==> config.mk <==
export PLATFORM = sky130hd
export DESIGN_NAME = bracket_balance_checker_top
export DESIGN_NICKNAME = d
export VERILOG_FILES = /design/src/bbc_pkg.sv /design/src/bracket_balance_checker_top.sv /design/src/bbc_cell.sv /design/src/bbc_scan.sv
export SDC_FILE = /design/constraint.sdc
export NUM_CORES = 2
export LEC_CHECK = 0
export ABC_AREA = 1
export BUFFER_PORTS_ARGS = -buffer_cell sky130_fd_sc_hd__buf_2
export CORE_ASPECT_RATIO = 1.75
export CORE_MARGIN = 5
export CORE_UTILIZATION = 57
export DETAILED_ROUTE_END_ITERATION = 8
export PLACE_DENSITY_LB_ADDON = 0.25
export SLEW_MARGIN = 5
export SYNTH_ARGS = -nofsm -noshare
export SYNTH_HDL_FRONTEND = slang
export SYNTH_SLANG_ARGS = --single-unit
==> constraint.sdc <==
create_clock -name clk -period 15.2 [get_ports clk]
set_input_delay 1.52 -clock clk [delete_from_list [all_inputs] [get_ports clk]]
set_output_delay 1.52 -clock clk [all_outputs]
set_load 0.05 [all_outputs]
==> src/bbc_pkg.sv <==
// Shared types and constants of the bracket balance checker.
package bbc_pkg;

  localparam int STACK_DEPTH = 64;
  localparam int POS_W       = 16;
  localparam int CNT_W       = $clog2(STACK_DEPTH + 1);

  localparam logic [CNT_W-1:0] CNT_FULL = CNT_W'(STACK_DEPTH);
  localparam logic [POS_W-1:0] POS_MAX  = '1;

  localparam logic [7:0] CH_LPAREN = 8'h28;
  localparam logic [7:0] CH_RPAREN = 8'h29;
  localparam logic [7:0] CH_LBRACE = 8'h7B;
  localparam logic [7:0] CH_RBRACE = 8'h7D;
  localparam logic [7:0] CH_LBRACK = 8'h5B;
  localparam logic [7:0] CH_RBRACK = 8'h5D;
  localparam logic [7:0] CH_QUOTE  = 8'h27;
  localparam logic [7:0] CH_BSLASH = 8'h5C;

  typedef logic [1:0] kind_t;
  localparam kind_t KIND_PAREN = 2'd0;
  localparam kind_t KIND_BRACE = 2'd1;
  localparam kind_t KIND_BRACK = 2'd2;

  typedef enum logic [2:0] {
    ST_OK       = 3'd0,
    ST_EXTRA    = 3'd1,
    ST_MISMATCH = 3'd2,
    ST_UNCLOSED = 3'd3,
    ST_OVERFLOW = 3'd4
  } status_t;

  typedef struct packed {
    kind_t            kind;
    logic [POS_W-1:0] pos;
  } entry_t;

  // Shift commands broadcast to every stack cell.
  typedef struct packed {
    logic push;
    logic pop;
  } stk_ctl_t;

endpackage

==> src/bracket_balance_checker_top.sv <==
// Top level of the bracket balance checker: scanner, stack cell row, result register.
//
// Checks ( ) { } [ ] nesting in a text streamed one byte per transaction,
// with is_last on the final byte. Text between single quotes is skipped and
// a backslash inside quotes skips the next byte. The stack is a row of 64
// cells that shift as a whole toward the bottom on a push and toward the
// top on a pop, so the top opener always sits in cell 0; one byte per
// clock is taken whenever the text channel does not stall. The
// result of a text (status and 1-based error_position, 0 when ok) appears
// on the result channel the cycle after its last byte is taken. Only the
// first error of a text is kept; unclosed reports the innermost open
// bracket. The text channel stalls only when a last byte arrives while an
// earlier result still sits stalled in the result register. All scan state
// clears after each last byte, so texts follow one another back to back.
module bracket_balance_checker_top (
  input  logic        clk,
  input  logic        rst,
  input  logic        text_valid,
  output logic        text_stall,
  input  logic [7:0]  text_byte,
  input  logic        is_last,
  output logic        result_valid,
  input  logic        result_stall,
  output logic [2:0]  status,
  output logic [15:0] error_position
);

  logic                        fire;
  bbc_pkg::stk_ctl_t           ctl;
  bbc_pkg::entry_t             new_entry;
  bbc_pkg::entry_t             entries [bbc_pkg::STACK_DEPTH];
  bbc_pkg::status_t            res_status;
  logic [bbc_pkg::POS_W-1:0]   res_pos;

  // Hold only a last byte while the result register is full and stalled.
  assign text_stall = result_valid && result_stall && is_last;
  assign fire       = text_valid && !text_stall;

  bbc_scan u_scan (
    .clk          (clk),
    .rst          (rst),
    .fire         (fire),
    .text_byte    (text_byte),
    .is_last      (is_last),
    .top_entry    (entries[0]),
    .second_entry (entries[1]),
    .ctl          (ctl),
    .new_entry    (new_entry),
    .res_status   (res_status),
    .res_pos      (res_pos)
  );

  // Stack row: cell 0 is the top; push feeds it the new opener.
  for (genvar i = 0; i < bbc_pkg::STACK_DEPTH; i++) begin : g_cell
    if (i == 0 && bbc_pkg::STACK_DEPTH > 1) begin : g_top
      bbc_cell u_cell (
        .clk        (clk),
        .ctl        (ctl),
        .from_above (new_entry),
        .from_below (entries[i+1]),
        .entry      (entries[i])
      );
    end else if (i == bbc_pkg::STACK_DEPTH - 1) begin : g_bottom
      bbc_cell u_cell (
        .clk        (clk),
        .ctl        (ctl),
        .from_above (entries[i-1]),
        .from_below (entries[i]),
        .entry      (entries[i])
      );
    end else begin : g_mid
      bbc_cell u_cell (
        .clk        (clk),
        .ctl        (ctl),
        .from_above (entries[i-1]),
        .from_below (entries[i+1]),
        .entry      (entries[i])
      );
    end
  end

  // Result register: load on a last byte, drop once taken.
  always_ff @(posedge clk) begin
    if (rst) begin
      result_valid <= 1'b0;
    end else if (fire && is_last) begin
      result_valid <= 1'b1;
    end else if (!result_stall) begin
      result_valid <= 1'b0;
    end
  end

  always_ff @(posedge clk) begin
    if (fire && is_last) begin
      status         <= 3'(res_status);
      error_position <= 16'(res_pos);
    end
  end

endmodule

==> src/bbc_cell.sv <==
// One stack cell: shift toward the bottom on push, toward the top on pop.
module bbc_cell (
  input  logic               clk,
  input  bbc_pkg::stk_ctl_t  ctl,
  input  bbc_pkg::entry_t    from_above,
  input  bbc_pkg::entry_t    from_below,
  output bbc_pkg::entry_t    entry
);

  always_ff @(posedge clk) begin
    if (ctl.push) begin
      entry <= from_above;
    end else if (ctl.pop) begin
      entry <= from_below;
    end
  end

endmodule

==> src/bbc_scan.sv <==
// Scanner: quote tracking, position count, stack depth and first-error latch.
module bbc_scan (
  input  logic                        clk,
  input  logic                        rst,
  input  logic                        fire,
  input  logic [7:0]                  text_byte,
  input  logic                        is_last,
  input  bbc_pkg::entry_t             top_entry,
  input  bbc_pkg::entry_t             second_entry,
  output bbc_pkg::stk_ctl_t           ctl,
  output bbc_pkg::entry_t             new_entry,
  output bbc_pkg::status_t            res_status,
  output logic [bbc_pkg::POS_W-1:0]   res_pos
);

  typedef enum logic [2:0] {
    MODE_NORMAL = 3'b001,
    MODE_QUOTE  = 3'b010,
    MODE_ESCAPE = 3'b100
  } mode_t;

  mode_t                       mode, mode_next;
  logic [bbc_pkg::CNT_W-1:0]   count, count_next;
  logic [bbc_pkg::POS_W-1:0]   char_position, pos_inc;
  bbc_pkg::status_t            latched_status, latched_status_next;
  logic [bbc_pkg::POS_W-1:0]   latched_position, latched_position_next;
  logic                        open_hit, close_hit, act;
  bbc_pkg::kind_t              kind;
  logic [bbc_pkg::POS_W-1:0]   top_pos_after;

  always_comb begin
    open_hit  = 1'b0;
    close_hit = 1'b0;
    kind      = bbc_pkg::KIND_PAREN;
    case (text_byte)
      bbc_pkg::CH_LPAREN: begin open_hit  = 1'b1; kind = bbc_pkg::KIND_PAREN; end
      bbc_pkg::CH_LBRACE: begin open_hit  = 1'b1; kind = bbc_pkg::KIND_BRACE; end
      bbc_pkg::CH_LBRACK: begin open_hit  = 1'b1; kind = bbc_pkg::KIND_BRACK; end
      bbc_pkg::CH_RPAREN: begin close_hit = 1'b1; kind = bbc_pkg::KIND_PAREN; end
      bbc_pkg::CH_RBRACE: begin close_hit = 1'b1; kind = bbc_pkg::KIND_BRACE; end
      bbc_pkg::CH_RBRACK: begin close_hit = 1'b1; kind = bbc_pkg::KIND_BRACK; end
      default: ;
    endcase
  end

  // Saturating 1-based position of the current byte.
  assign pos_inc = (char_position == bbc_pkg::POS_MAX) ? bbc_pkg::POS_MAX
                 : char_position + bbc_pkg::POS_W'(1);

  always_comb begin
    case (mode)
      MODE_ESCAPE: mode_next = MODE_QUOTE;
      MODE_QUOTE: begin
        if (text_byte == bbc_pkg::CH_BSLASH) begin
          mode_next = MODE_ESCAPE;
        end else if (text_byte == bbc_pkg::CH_QUOTE) begin
          mode_next = MODE_NORMAL;
        end else begin
          mode_next = MODE_QUOTE;
        end
      end
      MODE_NORMAL: begin
        mode_next = (text_byte == bbc_pkg::CH_QUOTE) ? MODE_QUOTE : MODE_NORMAL;
      end
      default: mode_next = MODE_NORMAL;
    endcase
  end

  // Brackets count only outside quotes and until the first error.
  assign act = (mode == MODE_NORMAL) && (text_byte != bbc_pkg::CH_QUOTE)
            && (latched_status == bbc_pkg::ST_OK);

  assign ctl.push = fire && act && open_hit && (count != bbc_pkg::CNT_FULL);
  assign ctl.pop  = fire && act && close_hit && (count != '0);

  assign new_entry.kind = kind;
  assign new_entry.pos  = pos_inc;

  always_comb begin
    latched_status_next   = latched_status;
    latched_position_next = latched_position;
    if (fire && act && open_hit && (count == bbc_pkg::CNT_FULL)) begin
      latched_status_next   = bbc_pkg::ST_OVERFLOW;
      latched_position_next = pos_inc;
    end else if (fire && act && close_hit && (count == '0)) begin
      latched_status_next   = bbc_pkg::ST_EXTRA;
      latched_position_next = pos_inc;
    end else if (ctl.pop && (top_entry.kind != kind)) begin
      latched_status_next   = bbc_pkg::ST_MISMATCH;
      latched_position_next = pos_inc;
    end
  end

  always_comb begin
    if (ctl.push) begin
      count_next    = count + bbc_pkg::CNT_W'(1);
      top_pos_after = pos_inc;
    end else if (ctl.pop) begin
      count_next    = count - bbc_pkg::CNT_W'(1);
      top_pos_after = second_entry.pos;
    end else begin
      count_next    = count;
      top_pos_after = top_entry.pos;
    end
  end

  // Outcome of the text if this byte is its last.
  always_comb begin
    if (latched_status_next != bbc_pkg::ST_OK) begin
      res_status = latched_status_next;
      res_pos    = latched_position_next;
    end else if (count_next != '0) begin
      res_status = bbc_pkg::ST_UNCLOSED;
      res_pos    = top_pos_after;
    end else begin
      res_status = bbc_pkg::ST_OK;
      res_pos    = '0;
    end
  end

  always_ff @(posedge clk) begin
    if (rst || (fire && is_last)) begin
      mode             <= MODE_NORMAL;
      count            <= '0;
      char_position    <= '0;
      latched_status   <= bbc_pkg::ST_OK;
      latched_position <= '0;
    end else if (fire) begin
      mode             <= mode_next;
      count            <= count_next;
      char_position    <= pos_inc;
      latched_status   <= latched_status_next;
      latched_position <= latched_position_next;
    end
  end

endmodule

==> run_results.csv <==
group,metric,value,unit
grt,grt_first_pass_wirelength,152000,µm
layout,nFillCells,7592,
layout,fin_area,0.0566,mm²
power_and_ir_drop,peakVddDrop,0.0884,mV
yosys,synth_cell_types,40,
worst_setup_path,crit_arrival,7320,ps
sta,fin_skew,15.6,ps
worst_setup_path,worstSetupPathType,"input pin to flop",
worst_setup_path,critPathLaunchType,"input pin",
floorplan,start_util,0.574,
yosys,syn_avg_cell_area,9.94,µm²
sta,slew_headroom,0.225,
power_and_ir_drop,total_leakage_power,0.0233,µW
layout,area_growth,7.70,%
power_and_ir_drop,power_density,114,mW/mm²
yosys,yosysSeqAreaShare,0.687,
placement,io_buffers,33,
power_and_ir_drop,power.total,6470,µW
layout,final_cell_mix,"nand2_1 (3268), edfxtp_1 (1171), o21ai_0 (194), inv_1 (123), clkbuf_16 (110)",
route,routed_via_density,5.22,
placement,dp_cells,6267,
yosys,syn_nets,5300,
clocking,cts_buffer_depth,3,
floorplan,io_pins,34,
sta,worst_slew_pin_slew,1160,ps
clocking,clk_pin_slew_worst_paths,70,ps
route,wirelength,88500,µm
grt,grt_overflow_total,0,
clocking,hold_buffers,0,
floorplan,dieWidth,239,µm
floorplan,core-area,0.0916,mm²
clocking,htree_num_levels,3,
clocking,cts_root_buf,"clkbuf_16",
placement,dpl_cell_area,0.0531,mm²
layout,num-nets-final,5200,
layout,final_common_cell,"nand2_1",
floorplan,rows,147,
worst_setup_path,path_max_fanout,110,
route,first_pass_iters,6,
sta,min_period_over_period,0.456,
yosys,syn_inst,5284,
floorplan,die-area,0.0986,mm²
sta,setup_viol,0,
yosys,syn_area,0.0525,mm²
clocking,cts_num_sinks,1217,
grt,antenna_found_initial,0,
floorplan,fp.dieH,412,µm
grt,grt_max_degree,229,
sta,tns,0,ps
worst_hold_path,min_path_type,"flop to flop",
sta,slew_viol_final,0,
grt,grt_util_all_layers,0.179,
layout,drive_gt1_frac,0.0506,
run_status,status,"finished clean",
route,routedWlPerCell,13.7,µm
worst_setup_path,cp_data_required_time,15590,ps
layout,antennaDiodeCount,0,
sta,fmax,144,MHz
clocking,ctsResizeCount,0,
clocking,clk_latency,690,ps
route,drtIter0Drc,2722,
sta,min_period,6930,ps
clocking,post_cts_buffers,0,
route,drc,0,
clocking,cts_buffers,107,
sta,rsz0062_at_grt,"false",
yosys,ys_ff_latch,1217,
sta,finalHoldViolations,0,
placement,place_congestion,0.765,
layout,final_cells,6466,
worst_setup_path,endpoint_kind,"flop",
clocking,tritoncts,"built",
route,vias,33700,
route,ant_nets,0,
yosys,yosys_warnings,0,
run,drv_cap,0,
layout,fin_util,0.618,
grt,first_global_vias,33000,
placement,dp_hpwl,48700,µm
==> report_power, final <==
group	switching, µW	internal [µW]	total, µW	leakage [µW]
Clock	1230	1520	2750	0.00171
Sequential	7.75	3640	3650	0.0109
Combinational	49.5	17.7	67.3	0.0107
==> worst paths after layout <==
path,start,end,slack [ps],depth (start not counted)
max,is_last,g_cell[59].g_mid.u_cell.entry[1],8270,12
min,g_cell[62].g_mid.u_cell.entry[0],g_cell[63].g_bottom.u_cell.entry[0],450,0
max reg2reg,result_valid,g_cell[59].g_mid.u_cell.entry[1],8850,11
min reg2reg,g_cell[62].g_mid.u_cell.entry[0],g_cell[63].g_bottom.u_cell.entry[0],450,0
==> area by class of cell <==
type | instances | area [µm²] | share of cell area
tap | 1192 | 1490 | 0.0264
timing repair buffer | 61 | 450 | 0.00796
sequential | 1217 | 36100 | 0.638
inverter | 134 | 513 | 0.00907
multi-input combinational | 3663 | 14500 | 0.257
clock buffer | 129 | 2830 | 0.0501
clock inverter | 70 | 679 | 0.0120
==> through the flow <==
stage / hold slack (ps) / setup WS, ps
after floorplan: 427 / 4840
after global placement: 432 / 7610
after detailed placement: 435 / 7520
after CTS: 451 / 8280
after global routing: 453 / 7660
final: 451 / 8270
==> cells by family after synthesis <==
logic type / share of synthesized area
buf+inv: 0.0367
fa+ha+maj: 0.000715
compound gates: 0.0215
xor+xnor: 0.00283
flops: 0.687
simple gates: 0.251
==> state kept, by name, summed over array words and instances (netlist names) <==
register	count
u_scan.mode	3
result_valid	1
u_scan.latched_position	16
error_position	16
status	3
u_scan.latched_status	3
g_cell.g_mid.u_cell.entry	1116
g_cell.g_top.u_cell.entry	18
u_scan.char_position	16
g_cell.g_bottom.u_cell.entry	18
u_scan.count	7
==> cell usage after synthesis, drive strengths merged <==
cell	n	area [µm²]
ha	3	37.5
o211ai	5	37.5
clkbuf	51	193
nor2	57	248
nand4	12	81.3
nor3	9	66.3
buf	219	1230
inv	133	502
clkinv	1	3.75
xnor2	1	8.76
o21ai	196	981
dfxtp	46	921
xor2	16	140
nand3	47	350
edfxtp	1171	35200
a21oi	20	104
nand2	3275	12300
or2	19	119
o221ai	1	8.76
nor4	2	12.5
==> metal layers <==
metal	global-route usage	up-vias	part of all wire
met5	0	-	0
met4	0.0503	0	0.019
met3	0.0242	119	0.030
met2	0.303	437	0.50
met1	0.245	16300	0.45
li1	-	16900	-
==> worst max-delay path: stages <==
cell      delay, ps
buf_2            90
nand3_1          90
nand2_1         270
clkinv_1        700
nand2_2         350
nor2_8          100
nand3_4         480
buf_4           720
buf_4           820
buf_4           910
buf_4           880
o21ai_0         200
Note: power is estimated with default switching activity, not from simulation.
